File: config.mk
export PLATFORM = sky130hd
export DESIGN_NAME = c_number_literal_scanner_unit
export DESIGN_NICKNAME = d
export VERILOG_FILES = /design/src/rtl/core/cnls_pkg.sv /design/src/rtl/core/c_number_literal_scanner_unit.sv /design/src/rtl/core/cnls_classify.sv /design/src/rtl/core/cnls_fsm.sv
export SDC_FILE = /design/constraint.sdc
export NUM_CORES = 1
export LEC_CHECK = 0
export BUFFER_PORTS_ARGS = -buffer_cell sky130_fd_sc_hd__buf_2
export CORE_MARGIN = 2
export CORE_UTILIZATION = 35
export CTS_CLUSTER_SIZE = 28
export DETAILED_ROUTE_END_ITERATION = 8
export PLACE_DENSITY = 0.54
export REMOVE_ABC_BUFFERS = 1
export SETUP_SLACK_MARGIN = 0.2
export SYNTH_ARGS = -nofsm -noshare
export SYNTH_HDL_FRONTEND = slang
export SYNTH_HIERARCHICAL = 1
export SYNTH_SLANG_ARGS = --single-unit
File: constraint.sdc
create_clock -name clk -period 2.68 [get_ports clk]
set_input_delay 0 -clock clk [delete_from_list [all_inputs] [get_ports clk]]
set_output_delay 0 -clock clk [all_outputs]
set_load 0.02 [all_outputs]
File: src/rtl/core/cnls_pkg.sv
// shared types and constants of the numeric literal scanner
// no dependencies
`timescale 1ns / 1ps

package cnls_pkg;

  // result kinds
  localparam logic [1:0] KIND_INT   = 2'd0;
  localparam logic [1:0] KIND_FLOAT = 2'd1;
  localparam logic [1:0] KIND_ERR   = 2'd2;

  // characters with a role of their own
  localparam logic [7:0] CH_ZERO  = 8'h30;
  localparam logic [7:0] CH_ONE   = 8'h31;
  localparam logic [7:0] CH_NINE  = 8'h39;
  localparam logic [7:0] CH_LC_A  = 8'h61;
  localparam logic [7:0] CH_LC_B  = 8'h62;
  localparam logic [7:0] CH_LC_E  = 8'h65;
  localparam logic [7:0] CH_LC_F  = 8'h66;
  localparam logic [7:0] CH_LC_X  = 8'h78;
  localparam logic [7:0] CH_LC_Z  = 8'h7a;
  localparam logic [7:0] CH_UC_A  = 8'h41;
  localparam logic [7:0] CH_UC_F  = 8'h46;
  localparam logic [7:0] CH_UC_Z  = 8'h5a;
  localparam logic [7:0] CH_PLUS  = 8'h2b;
  localparam logic [7:0] CH_MINUS = 8'h2d;
  localparam logic [7:0] CH_DOT   = 8'h2e;
  localparam logic [7:0] CH_UNDER = 8'h5f;

  // decoded character classes
  typedef struct packed {
    logic digit;
    logic alpha;
    logic word;
    logic hex;
    logic zero;
    logic bin;
    logic lc_b;
    logic lc_x;
    logic lc_e;
    logic sign;
    logic dot;
  } char_class_t;

  // one step's result
  typedef struct packed {
    logic       vld;
    logic [1:0] kind;
    logic [7:0] length;
  } scan_res_t;

endpackage

File: src/rtl/core/c_number_literal_scanner_unit.sv
// channel   | dir | tvalid/tready            | tdata       | tuser/tlast
// ----------+-----+--------------------------+-------------+------------------
// in        | in  | in_tvalid / in_tready    | [7:0] ch    | tlast end_of_input
// out       | out | out_tvalid / out_tready  | [7:0] length| tuser [1:0] kind
//
// one beat per cycle sustained while the result register is not stalled;
// a beat passes the input register, then the result register, and its result is set by
// the single state update per character in cnls_fsm
// synchronous active low reset returns the scanner to idle with a zero count
// a stalled result register holds the input register, which holds in_tready low
// top level of the numeric literal scanner; depends on cnls_pkg, cnls_classify, cnls_fsm
`timescale 1ns / 1ps

module c_number_literal_scanner_unit #(
  parameter int unsigned MAX_LENGTH = 255
) (
  input  logic       clk,
  input  logic       rst_n,
  input  logic       in_tvalid,
  output logic       in_tready,
  input  logic [7:0] in_tdata,   // [7:0] ch
  input  logic       in_tlast,   // end_of_input
  output logic       out_tvalid,
  input  logic       out_tready,
  output logic [7:0] out_tdata,  // [7:0] length
  output logic [1:0] out_tuser   // [1:0] kind
);
  import cnls_pkg::*;

  logic       in_vld_r;
  logic [7:0] ch_r;
  logic       eoi_r;
  logic       out_vld_r;
  logic [7:0] len_r;
  logic [1:0] kind_r;

  logic        step_en;
  char_class_t cls;
  scan_res_t   res;

  // the held beat moves on whenever the result register can take it
  assign step_en   = in_vld_r && (!out_vld_r || out_tready);
  assign in_tready = !in_vld_r || step_en;

  cnls_classify u_classify (
    .ch  (ch_r),
    .cls (cls)
  );

  cnls_fsm #(
    .MAX_LENGTH (MAX_LENGTH)
  ) u_fsm (
    .clk     (clk),
    .rst_n   (rst_n),
    .step_en (step_en),
    .eoi     (eoi_r),
    .cls     (cls),
    .res     (res)
  );

  always_ff @(posedge clk) begin
    if (!rst_n) begin
      in_vld_r <= 1'b0;
    end else if (in_tready) begin
      in_vld_r <= in_tvalid;
    end
  end

  always_ff @(posedge clk) begin
    if (in_tvalid && in_tready) begin
      ch_r  <= in_tdata;
      eoi_r <= in_tlast;
    end
  end

  always_ff @(posedge clk) begin
    if (!rst_n) begin
      out_vld_r <= 1'b0;
    end else if (step_en && res.vld) begin
      out_vld_r <= 1'b1;
    end else if (out_tready) begin
      out_vld_r <= 1'b0;
    end
  end

  always_ff @(posedge clk) begin
    if (step_en && res.vld) begin
      len_r  <= res.length;
      kind_r <= res.kind;
    end
  end

  assign out_tvalid = out_vld_r;
  assign out_tdata  = len_r;
  assign out_tuser  = kind_r;

endmodule

File: src/rtl/core/cnls_classify.sv
// character class decoder of the numeric literal scanner
// depends on cnls_pkg
`timescale 1ns / 1ps

module cnls_classify (
  input  logic [7:0]           ch,
  output cnls_pkg::char_class_t cls
);
  import cnls_pkg::*;

  logic is_digit;
  logic is_lower;
  logic is_upper;

  assign is_digit = (ch >= CH_ZERO) && (ch <= CH_NINE);
  assign is_lower = (ch >= CH_LC_A) && (ch <= CH_LC_Z);
  assign is_upper = (ch >= CH_UC_A) && (ch <= CH_UC_Z);

  always_comb begin
    cls.digit = is_digit;
    cls.alpha = is_lower || is_upper;
    cls.word  = is_digit || is_lower || is_upper || (ch == CH_UNDER);
    cls.hex   = is_digit || ((ch >= CH_LC_A) && (ch <= CH_LC_F)) ||
                ((ch >= CH_UC_A) && (ch <= CH_UC_F));
    cls.zero  = (ch == CH_ZERO);
    cls.bin   = (ch == CH_ZERO) || (ch == CH_ONE);
    cls.lc_b  = (ch == CH_LC_B);
    cls.lc_x  = (ch == CH_LC_X);
    cls.lc_e  = (ch == CH_LC_E);
    cls.sign  = (ch == CH_PLUS) || (ch == CH_MINUS);
    cls.dot   = (ch == CH_DOT);
  end

endmodule

File: src/rtl/core/cnls_fsm.sv
// scan state machine: literal phase, character count and result decision
// depends on cnls_pkg
`timescale 1ns / 1ps

module cnls_fsm #(
  parameter int unsigned MAX_LENGTH = 255
) (
  input  logic                  clk,
  input  logic                  rst_n,
  input  logic                  step_en,
  input  logic                  eoi,
  input  cnls_pkg::char_class_t cls,
  output cnls_pkg::scan_res_t   res
);
  import cnls_pkg::*;

  localparam logic [7:0] LenCap = 8'((MAX_LENGTH < 255) ? MAX_LENGTH : 255);

  typedef enum logic [3:0] {
    ST_IDLE, ST_ZERO, ST_INT, ST_BIN_START, ST_BIN, ST_HEX_START, ST_HEX,
    ST_FRAC, ST_EXP_START, ST_EXP_SIGN, ST_EXP, ST_SKIP
  } scan_st_t;

  typedef enum logic [2:0] {
    ACT_HOLD, ACT_ACCEPT, ACT_FAIL, ACT_FINISH, ACT_EXAMINE
  } act_t;

  scan_st_t   st_r, st_nxt;
  logic [7:0] cnt_r, cnt_nxt;

  act_t       act;
  scan_st_t   acc_st;
  logic [1:0] fin_kind;
  scan_st_t   ex_st;
  logic [7:0] ex_cnt;
  logic [7:0] inc_cnt;

  assign inc_cnt = (cnt_r < LenCap) ? cnt_r + 8'd1 : cnt_r;

  // where a character leaves the scanner when looked at as a fresh start
  always_comb begin
    priority if (cls.zero) begin
      ex_st  = ST_ZERO;
      ex_cnt = 8'd1;
    end else if (cls.digit) begin
      ex_st  = ST_INT;
      ex_cnt = 8'd1;
    end else begin
      ex_st  = cls.word ? ST_SKIP : ST_IDLE;
      ex_cnt = 8'd0;
    end
  end

  // per-state choice of action
  always_comb begin
    act      = ACT_EXAMINE;
    acc_st   = ST_IDLE;
    fin_kind = KIND_INT;
    unique case (st_r)
      ST_ZERO, ST_INT: begin
        priority if (st_r == ST_ZERO && cls.lc_b) begin
          act = ACT_ACCEPT; acc_st = ST_BIN_START;
        end else if (st_r == ST_ZERO && cls.lc_x) begin
          act = ACT_ACCEPT; acc_st = ST_HEX_START;
        end else if (cls.digit) begin
          act = ACT_ACCEPT; acc_st = ST_INT;
        end else if (cls.dot) begin
          act = ACT_ACCEPT; acc_st = ST_FRAC;
        end else if (cls.lc_e) begin
          act = ACT_ACCEPT; acc_st = ST_EXP_START;
        end else if (cls.alpha) begin
          act = ACT_FAIL;
        end else begin
          act = ACT_FINISH;
        end
      end
      ST_BIN_START: begin
        if (cls.bin) begin
          act = ACT_ACCEPT; acc_st = ST_BIN;
        end else begin
          act = ACT_FAIL;
        end
      end
      ST_BIN: begin
        priority if (cls.bin) begin
          act = ACT_ACCEPT; acc_st = ST_BIN;
        end else if (cls.digit || cls.alpha) begin
          act = ACT_FAIL;
        end else begin
          act = ACT_FINISH;
        end
      end
      ST_HEX_START: begin
        if (cls.hex) begin
          act = ACT_ACCEPT; acc_st = ST_HEX;
        end else begin
          act = ACT_FAIL;
        end
      end
      ST_HEX: begin
        priority if (cls.hex) begin
          act = ACT_ACCEPT; acc_st = ST_HEX;
        end else if (cls.alpha) begin
          act = ACT_FAIL;
        end else begin
          act = ACT_FINISH;
        end
      end
      ST_FRAC: begin
        fin_kind = KIND_FLOAT;
        priority if (cls.digit) begin
          act = ACT_ACCEPT; acc_st = ST_FRAC;
        end else if (cls.lc_e) begin
          act = ACT_ACCEPT; acc_st = ST_EXP_START;
        end else if (cls.alpha) begin
          act = ACT_FAIL;
        end else begin
          act = ACT_FINISH;
        end
      end
      ST_EXP_START: begin
        priority if (cls.digit) begin
          act = ACT_ACCEPT; acc_st = ST_EXP;
        end else if (cls.sign) begin
          act = ACT_ACCEPT; acc_st = ST_EXP_SIGN;
        end else begin
          act = ACT_FAIL;
        end
      end
      ST_EXP_SIGN: begin
        if (cls.digit) begin
          act = ACT_ACCEPT; acc_st = ST_EXP;
        end else begin
          act = ACT_FAIL;
        end
      end
      ST_EXP: begin
        fin_kind = KIND_FLOAT;
        priority if (cls.digit) begin
          act = ACT_ACCEPT; acc_st = ST_EXP;
        end else if (cls.alpha) begin
          act = ACT_FAIL;
        end else begin
          act = ACT_FINISH;
        end
      end
      ST_SKIP: begin
        act = cls.word ? ACT_HOLD : ACT_EXAMINE;
      end
      default: begin
        act = ACT_EXAMINE;
      end
    endcase
  end

  // apply the action, or close the literal on end of input
  always_comb begin
    st_nxt     = st_r;
    cnt_nxt    = cnt_r;
    res.vld    = 1'b0;
    res.kind   = KIND_INT;
    res.length = cnt_r;
    if (eoi) begin
      st_nxt  = ST_IDLE;
      cnt_nxt = 8'd0;
      unique case (st_r)
        ST_ZERO, ST_INT, ST_BIN, ST_HEX: begin
          res.vld  = 1'b1;
          res.kind = KIND_INT;
        end
        ST_FRAC, ST_EXP: begin
          res.vld  = 1'b1;
          res.kind = KIND_FLOAT;
        end
        ST_BIN_START, ST_HEX_START, ST_EXP_START, ST_EXP_SIGN: begin
          res.vld  = 1'b1;
          res.kind = KIND_ERR;
        end
        default: begin
          res.vld = 1'b0;
        end
      endcase
    end else begin
      unique case (act)
        ACT_ACCEPT: begin
          st_nxt  = acc_st;
          cnt_nxt = inc_cnt;
        end
        ACT_FAIL: begin
          // rest of the offending word is swallowed
          res.vld  = 1'b1;
          res.kind = KIND_ERR;
          st_nxt   = cls.word ? ST_SKIP : ST_IDLE;
          cnt_nxt  = 8'd0;
        end
        ACT_FINISH: begin
          res.vld  = 1'b1;
          res.kind = fin_kind;
          st_nxt   = ex_st;
          cnt_nxt  = ex_cnt;
        end
        ACT_EXAMINE: begin
          st_nxt  = ex_st;
          cnt_nxt = ex_cnt;
        end
        default: begin
          st_nxt  = st_r;
          cnt_nxt = cnt_r;
        end
      endcase
    end
  end

  always_ff @(posedge clk) begin
    if (!rst_n) begin
      st_r  <= ST_IDLE;
      cnt_r <= 8'd0;
    end else if (step_en) begin
      st_r  <= st_nxt;
      cnt_r <= cnt_nxt;
    end
  end

endmodule

==> flow_summary.ini, run 1 <==
[global_route]
grt_pass1_vias = 2330
grt_max_degree = 17
grt_overflow = 0
grt_util_all_layers_pct = 19.2
grt_pass1_wl_mm = 11.3
grt_antenna_before_repair = 0

[placed_design]
post_dp_cell_area_um2 = 2930
io_buffers = 24
pre_cts_ws_ps = -354
place_congestion = 0.887
dp_hpwl_mm = 4.87
dp.cells = 415

[sta]
fin_crit_sh_pct = 102
finalHoldViolations = 0
slew_headroom_pct = 48.3
drv_slew = 0
rsz0062_at_grt = yes
fin_ws_ps = -48.9
min_period_ps = 2730
worstMarginPinSlew_ps = 773
setup_violations = 7
clock_skew_ps = 2.72
final.setup.tns_ps = -236
max_freq_mhz = 366

[floorplanning]
chipWidth_um = 86.0
die_area_um2 = 7400
num_io_pins = 25
coreArea_um2 = 6420
start_util_pct = 36.7
row_count = 29
fp.dieH_um = 86.0

[power]
finalPower_mw = 1.19
p_leak_nw = 1.41
power_density_nw_per_um2 = 336
ir_worst_vdd_uv = 308

[finish]
final_nets = 387
layout-drive-gt1-share_pct = 43.0
n_antenna_cell = 0
stdcell_count = 451
multi_input_area_um2 = 1610
area_delta_synth_final_pct = 50.8
seqCellArea_um2 = 851
fin_area_um2 = 3550
nFillCells = 568

[status]
violations = negative setup slack
outcome = finished with violations

[synthesis]
synth-seq-area-share_pct = 36.1
syn_area_um2 = 2350
async_flop_share_pct = 0
synth_edf_count = 19
synth.top_cell.area_share_pct = 24.2
synth_area_leader_cell = edfxtp_1
synth_area_leaders = edfxtp_1, dfxtp_1, nand2_1
postSynthAreaPerCell_um2 = 8.75
ys.flop_type = edfxtp_1
synth_most_common_cell = nand2_1
ys_top_cells_by_count = nand2_1, nor2_1, edfxtp_1
yosysWarnings = 6
ys_seq_elements = 33
ys_types = 68
syn_inst = 269

[drt]
first_pass_iters = 6
wl_mm = 6.94
vias_per_cell = 5.65
drt_iter0_drc = 262
drc = 0
antenna_left = 0
wl_per_cell_um = 15.4
vias = 2550

[worst_setup_path]
arrival_ps = 2950
path_cells = or3_4 -> buf_6 -> nor3_2 -> buf_4 -> buf_6 -> nor2_4 -> o311ai_4 -> a32oi_2 -> nand3_2 -> buf_6 -> nand4_1 -> or3_1 -> a21oi_1
slowest_stage = edfxtp_1
end_kind = register
cp_slowest_stage_delay_ps = 440
critPathMostFrequentCell = buf_6
cp_max_fo = 5
cp-start-kind = register
required_ps = 2900
critPathKind = reg -> reg

[worst_hold_path]
hold_class = in -> reg

[clock_tree]
tritoncts = done
clock_latency_ps = 290
htreeDepth = 2
clockBufferDepth = 2
cts_root_buffer = clkbuf_8
clk_pin_slew_ps = 70
clock_sinks = 33
cts_buffers = 5

[flow_run]
drv_cap = 0
==> cell type report <==
type / instances / area share [%]
clock inverter: 1 / 0.141
clock buffer: 7 / 2.15
sequential: 33 / 24.0
inverter: 6 / 0.634
tap: 77 / 2.71
timing repair buffer: 113 / 25.2
multi-input combinational: 214 / 45.2
==> worst paths after layout <==
path	from	end	slack [ps]	depth (start not counted)
hold reg to reg	u_fsm/cnt_r[6]$_SDFFE_PN0P_	out_tdata[6]$_DFFE_PP_	460	0
hold / removal	out_tready	out_tvalid$_SDFFE_PN0P_	50	3
setup reg to reg	ch_r[0]$_DFFE_PP_	u_fsm/cnt_r[5]$_SDFFE_PN0P_	-50	13
setup / recovery	ch_r[0]$_DFFE_PP_	u_fsm/cnt_r[5]$_SDFFE_PN0P_	-50	13
==> cell families after synthesis <==
logic type / Yosys count / synth area share (%)
AND/OR/NAND/NOR: 132 / 32.8
AO/OA/AOI/OAI: 76 / 22.7
flip-flops: 33 / 36.1
buffers and inverters: 22 / 5.79
multiplexers: 3 / 1.33
XOR/XNOR: 2 / 0.744
adder cells (fa/ha/maj): 1 / 0.531
==> state kept, by name, indices dropped and copies added (netlist names) <==
signal       cells
out_tdata        8
out_tuser        2
ch_r             8
in_vld_r         1
out_tvalid       1
eoi_r            1
u_fsm/st_r       4
u_fsm/cnt_r      8
==> per-layer routing <==
metal  vias to the layer above  track usage (%)  part of all wire (%)
li1                       1231                -                     -
met1                      1228             26.6                    47
met2                        83             30.4                    47
met3                         8             3.95                   5.2
met4                         0             5.05                   1.1
met5                         -                0                     0
==> metrics by stage <==
stage	utilization, %	hold slack (ps)
2_1_floorplan	-	98.9
3_3_place_gp	45.6	177
3_5_place_dp	45.6	178
4_1_cts	52.0	45.3
5_1_grt	55.3	54.2
6_report	55.3	50.7
==> power by group <==
part           leakage [nW]  internal [mW]  switching (mW)  total [mW]
combinational          1.06          0.138           0.125       0.264
sequential            0.307          0.550          0.0169       0.566
clock                0.0422          0.182           0.180       0.362
==> cell usage in the layout, fill, tap and decap left out, types with 10 or more instances in the layout <==
master         count
a21oi_1           11
dfxtp_1           14
o21ai_0           14
edfxtp_1          19
dlygate4sd3_1     10
buf_4             62
nand2_1           25
buf_6             15
buf_2             24
nor2_1            17
==> timing repair <==
| item | CTS | global route |
|---|---|---|
| buffers inserted | 10 | 8 |
| gates resized for setup | 34 | 32 |
| hold buffers | 10 | 0 |
| setup endpoints to repair | 25 | 25 |
| endpoints found under the hold margin | 10 | 0 |
| pin swaps | 23 | 13 |
==> critical path: cells and delay by family, from the launching register on <==
kind / cells / cell delay [ps]
simple gates: 6 / 1190
flops: 1 / 440
compound gates: 3 / 530
buf+inv: 4 / 500
Note: power is estimated with default switching activity, not from simulation.
==> inputs of run 2 (changes only) <==
--- a/config.mk
+++ b/config.mk
@@ -10,6 +10,7 @@
 export CORE_UTILIZATION = 35
 export CTS_CLUSTER_SIZE = 28
 export DETAILED_ROUTE_END_ITERATION = 8
+export GPL_TIMING_DRIVEN = 0
 export PLACE_DENSITY = 0.54
 export REMOVE_ABC_BUFFERS = 1
 export SETUP_SLACK_MARGIN = 0.2
==> run 2 against run 1 <==
  * The flow still finishes with violations (negative setup slack)
  * Cell count shrank 8.0%
  * Via count shrank 7.6%
  * Core utilization shrank 3.9 points
  * Largest power group unchanged
==> flow_summary.ini, run 2 (synthesis results as in run 1) <==
[status]
outcome = finished with violations
violations = negative setup slack

[power]
switching_share_pct = 24.7
power_density_nw_per_um2 = 375
internal_power_mw = 0.934
p_leak_nw = 1.25
p_clk_share_pct = 35.8
switchingPower_mw = 0.306
power_frac_seq_pct = 46.3
combinationalPowerShare_pct = 18.0
ir_worst_vdd_uv = 269

[clock_tree]
cts_root_buffer = clkbuf_8
htreeDepth = 2
clock_sinks = 33
clock_latency_ps = 280
clk_pin_slew_ps = 60
clockBufferDepth = 2
cts_buffers = 5
tritoncts = done

[global_route]
grt_pass1_vias = 2224
grt_antenna_before_repair = 0
grt_util_all_layers_pct = 17.3
grt_overflow = 0
grt_max_degree = 28
grt_pass1_wl_mm = 10.3

[flow_run]
drv_cap = 0

[finish]
stdcell_count = 415
fin_area_um2 = 3300
area_delta_synth_final_pct = 40.3
final_common_cell = buf_4
layout-drive-gt1-share_pct = 38.2
layout_common_cells = buf_4, nand2_1, buf_2
final_nets = 351
n_antenna_cell = 0

[worst_setup_path]
critPathKind = reg -> reg
end_kind = register
cp-start-kind = register
cp_max_fo = 6
arrival_ps = 2900
r2r_end = u_fsm/cnt_r[0]$_SDFFE_PN0P_
required_ps = 2800
worstReg2RegStart = ch_r[1]$_DFFE_PP_
r2r_slack_ps = -100
reg2reg_depth = 10

[drt]
drt_iter0_drc = 247
drc = 0
vias_per_cell = 5.68
first_pass_iters = 4
wl_mm = 6.46
antenna_left = 0
wl_per_cell_um = 15.6
vias = 2356

[sta]
rsz0062_at_grt = yes
clock_skew_ps = 5.17
worstMarginPinSlew_ps = 915
fin_ws_ps = -98.7
slew_headroom_pct = 38.4
min_period_ps = 2780
drv_slew = 0
setup_violations = 6
max_freq_mhz = 360
fin_crit_sh_pct = 104
finalHoldViolations = 0

[floorplanning]
fp.dieH_um = 86.0
start_util_pct = 36.7
chipWidth_um = 86.0
coreArea_um2 = 6420
row_count = 29
num_io_pins = 25
die_area_um2 = 7400

[placed_design]
place_congestion = 0.837
dp.cells = 354
pre_cts_ws_ps = -684
io_buffers = 24
dp_hpwl_mm = 3.83
post_dp_cell_area_um2 = 2460

[worst_hold_path]
hold_depth = 3
min_to = in_vld_r$_SDFFE_PN0P_
hold_start = out_tready
hold_class = in -> reg
## run 2: repair_timing
item	4_1_cts	5_1_grt
hold buffers	10	0
buffers inserted	31	11
hold endpoints to repair	10	0
endpoints found under the setup margin	25	25
gates cloned	1	0
gates resized for setup	40	26
pin swaps	29	15
## run 2: routing by layer
layer	track usage [%]	vias to the layer above	share of wire [%]	routed length [µm]
li1	-	1160	-	-
met1	22.3	1079	44	2830
met2	27.5	96	47	3050
met3	3.75	21	6.1	395
met4	7.79	0	2.8	183
met5	0	-	0	0
## run 2: per-stage QoR
step           TNS, ps  util [%]  hold WS [ps]  total power, mW
2_1_floorplan    -1380         -          98.9            0.668
3_3_place_gp    -13330      38.3           177            0.710
6_report          -286      51.4          64.5             1.24
3_5_place_dp    -12850      38.3           178            0.710
5_1_grt          -2170      51.4          58.7             1.29
4_1_cts              0      48.5          55.4             1.23
## run 2: critical path: stages (launching register included)
cell and delay, ps:
edfxtp_1 450, or2_4 180, a21o_1 170, clkinvlp_4 230
buf_4 220, o211a_1 240, a311oi_4 320, nand3_2 230
a211o_1 330, a21oi_1 180, a311oi_1 60
## run 2: power groups by stage
stage / sequential [mW] / combinational (mW) / clock, mW
after floorplan: 0.580 / 0.0881 / 0
after global placement: 0.584 / 0.126 / 0
after detailed placement: 0.584 / 0.126 / 0
after CTS: 0.571 / 0.197 / 0.459
after global routing: 0.575 / 0.238 / 0.481
final: 0.573 / 0.223 / 0.443
## run 2: final cells by class
| class | instances | area, µm² |
|---|---|---|
| Clock buffer | 6 | 72.6 |
| Clock inverter | 2 | 33.8 |
| Fill cell | 561 | 3120 |
| Inverter | 6 | 28.8 |
| Multi-Input combinational cell | 215 | 1650 |
| Sequential cell | 33 | 852 |
| Tap cell | 77 | 96.3 |
| Timing Repair Buffer | 76 | 574 |
## run 2: how the worst max path moves through the flow
stage	from	to	slack, ps	cells past startpoint
after global placement	ch_r[3]$_DFFE_PP_	u_fsm/cnt_r[5]$_SDFFE_PN0P_	-740	9
after CTS	ch_r[2]$_DFFE_PP_	out_tuser[1]$_DFFE_PP_	10	11
after global routing	ch_r[2]$_DFFE_PP_	u_fsm/cnt_r[0]$_SDFFE_PN0P_	-200	10
final	ch_r[1]$_DFFE_PP_	u_fsm/cnt_r[0]$_SDFFE_PN0P_	-100	10
after floorplan	ch_r[3]$_DFFE_PP_	u_fsm/st_r[0]$_SDFFE_PN0P_	-190	9
after detailed placement	ch_r[3]$_DFFE_PP_	u_fsm/cnt_r[7]$_SDFFE_PN0P_	-680	9
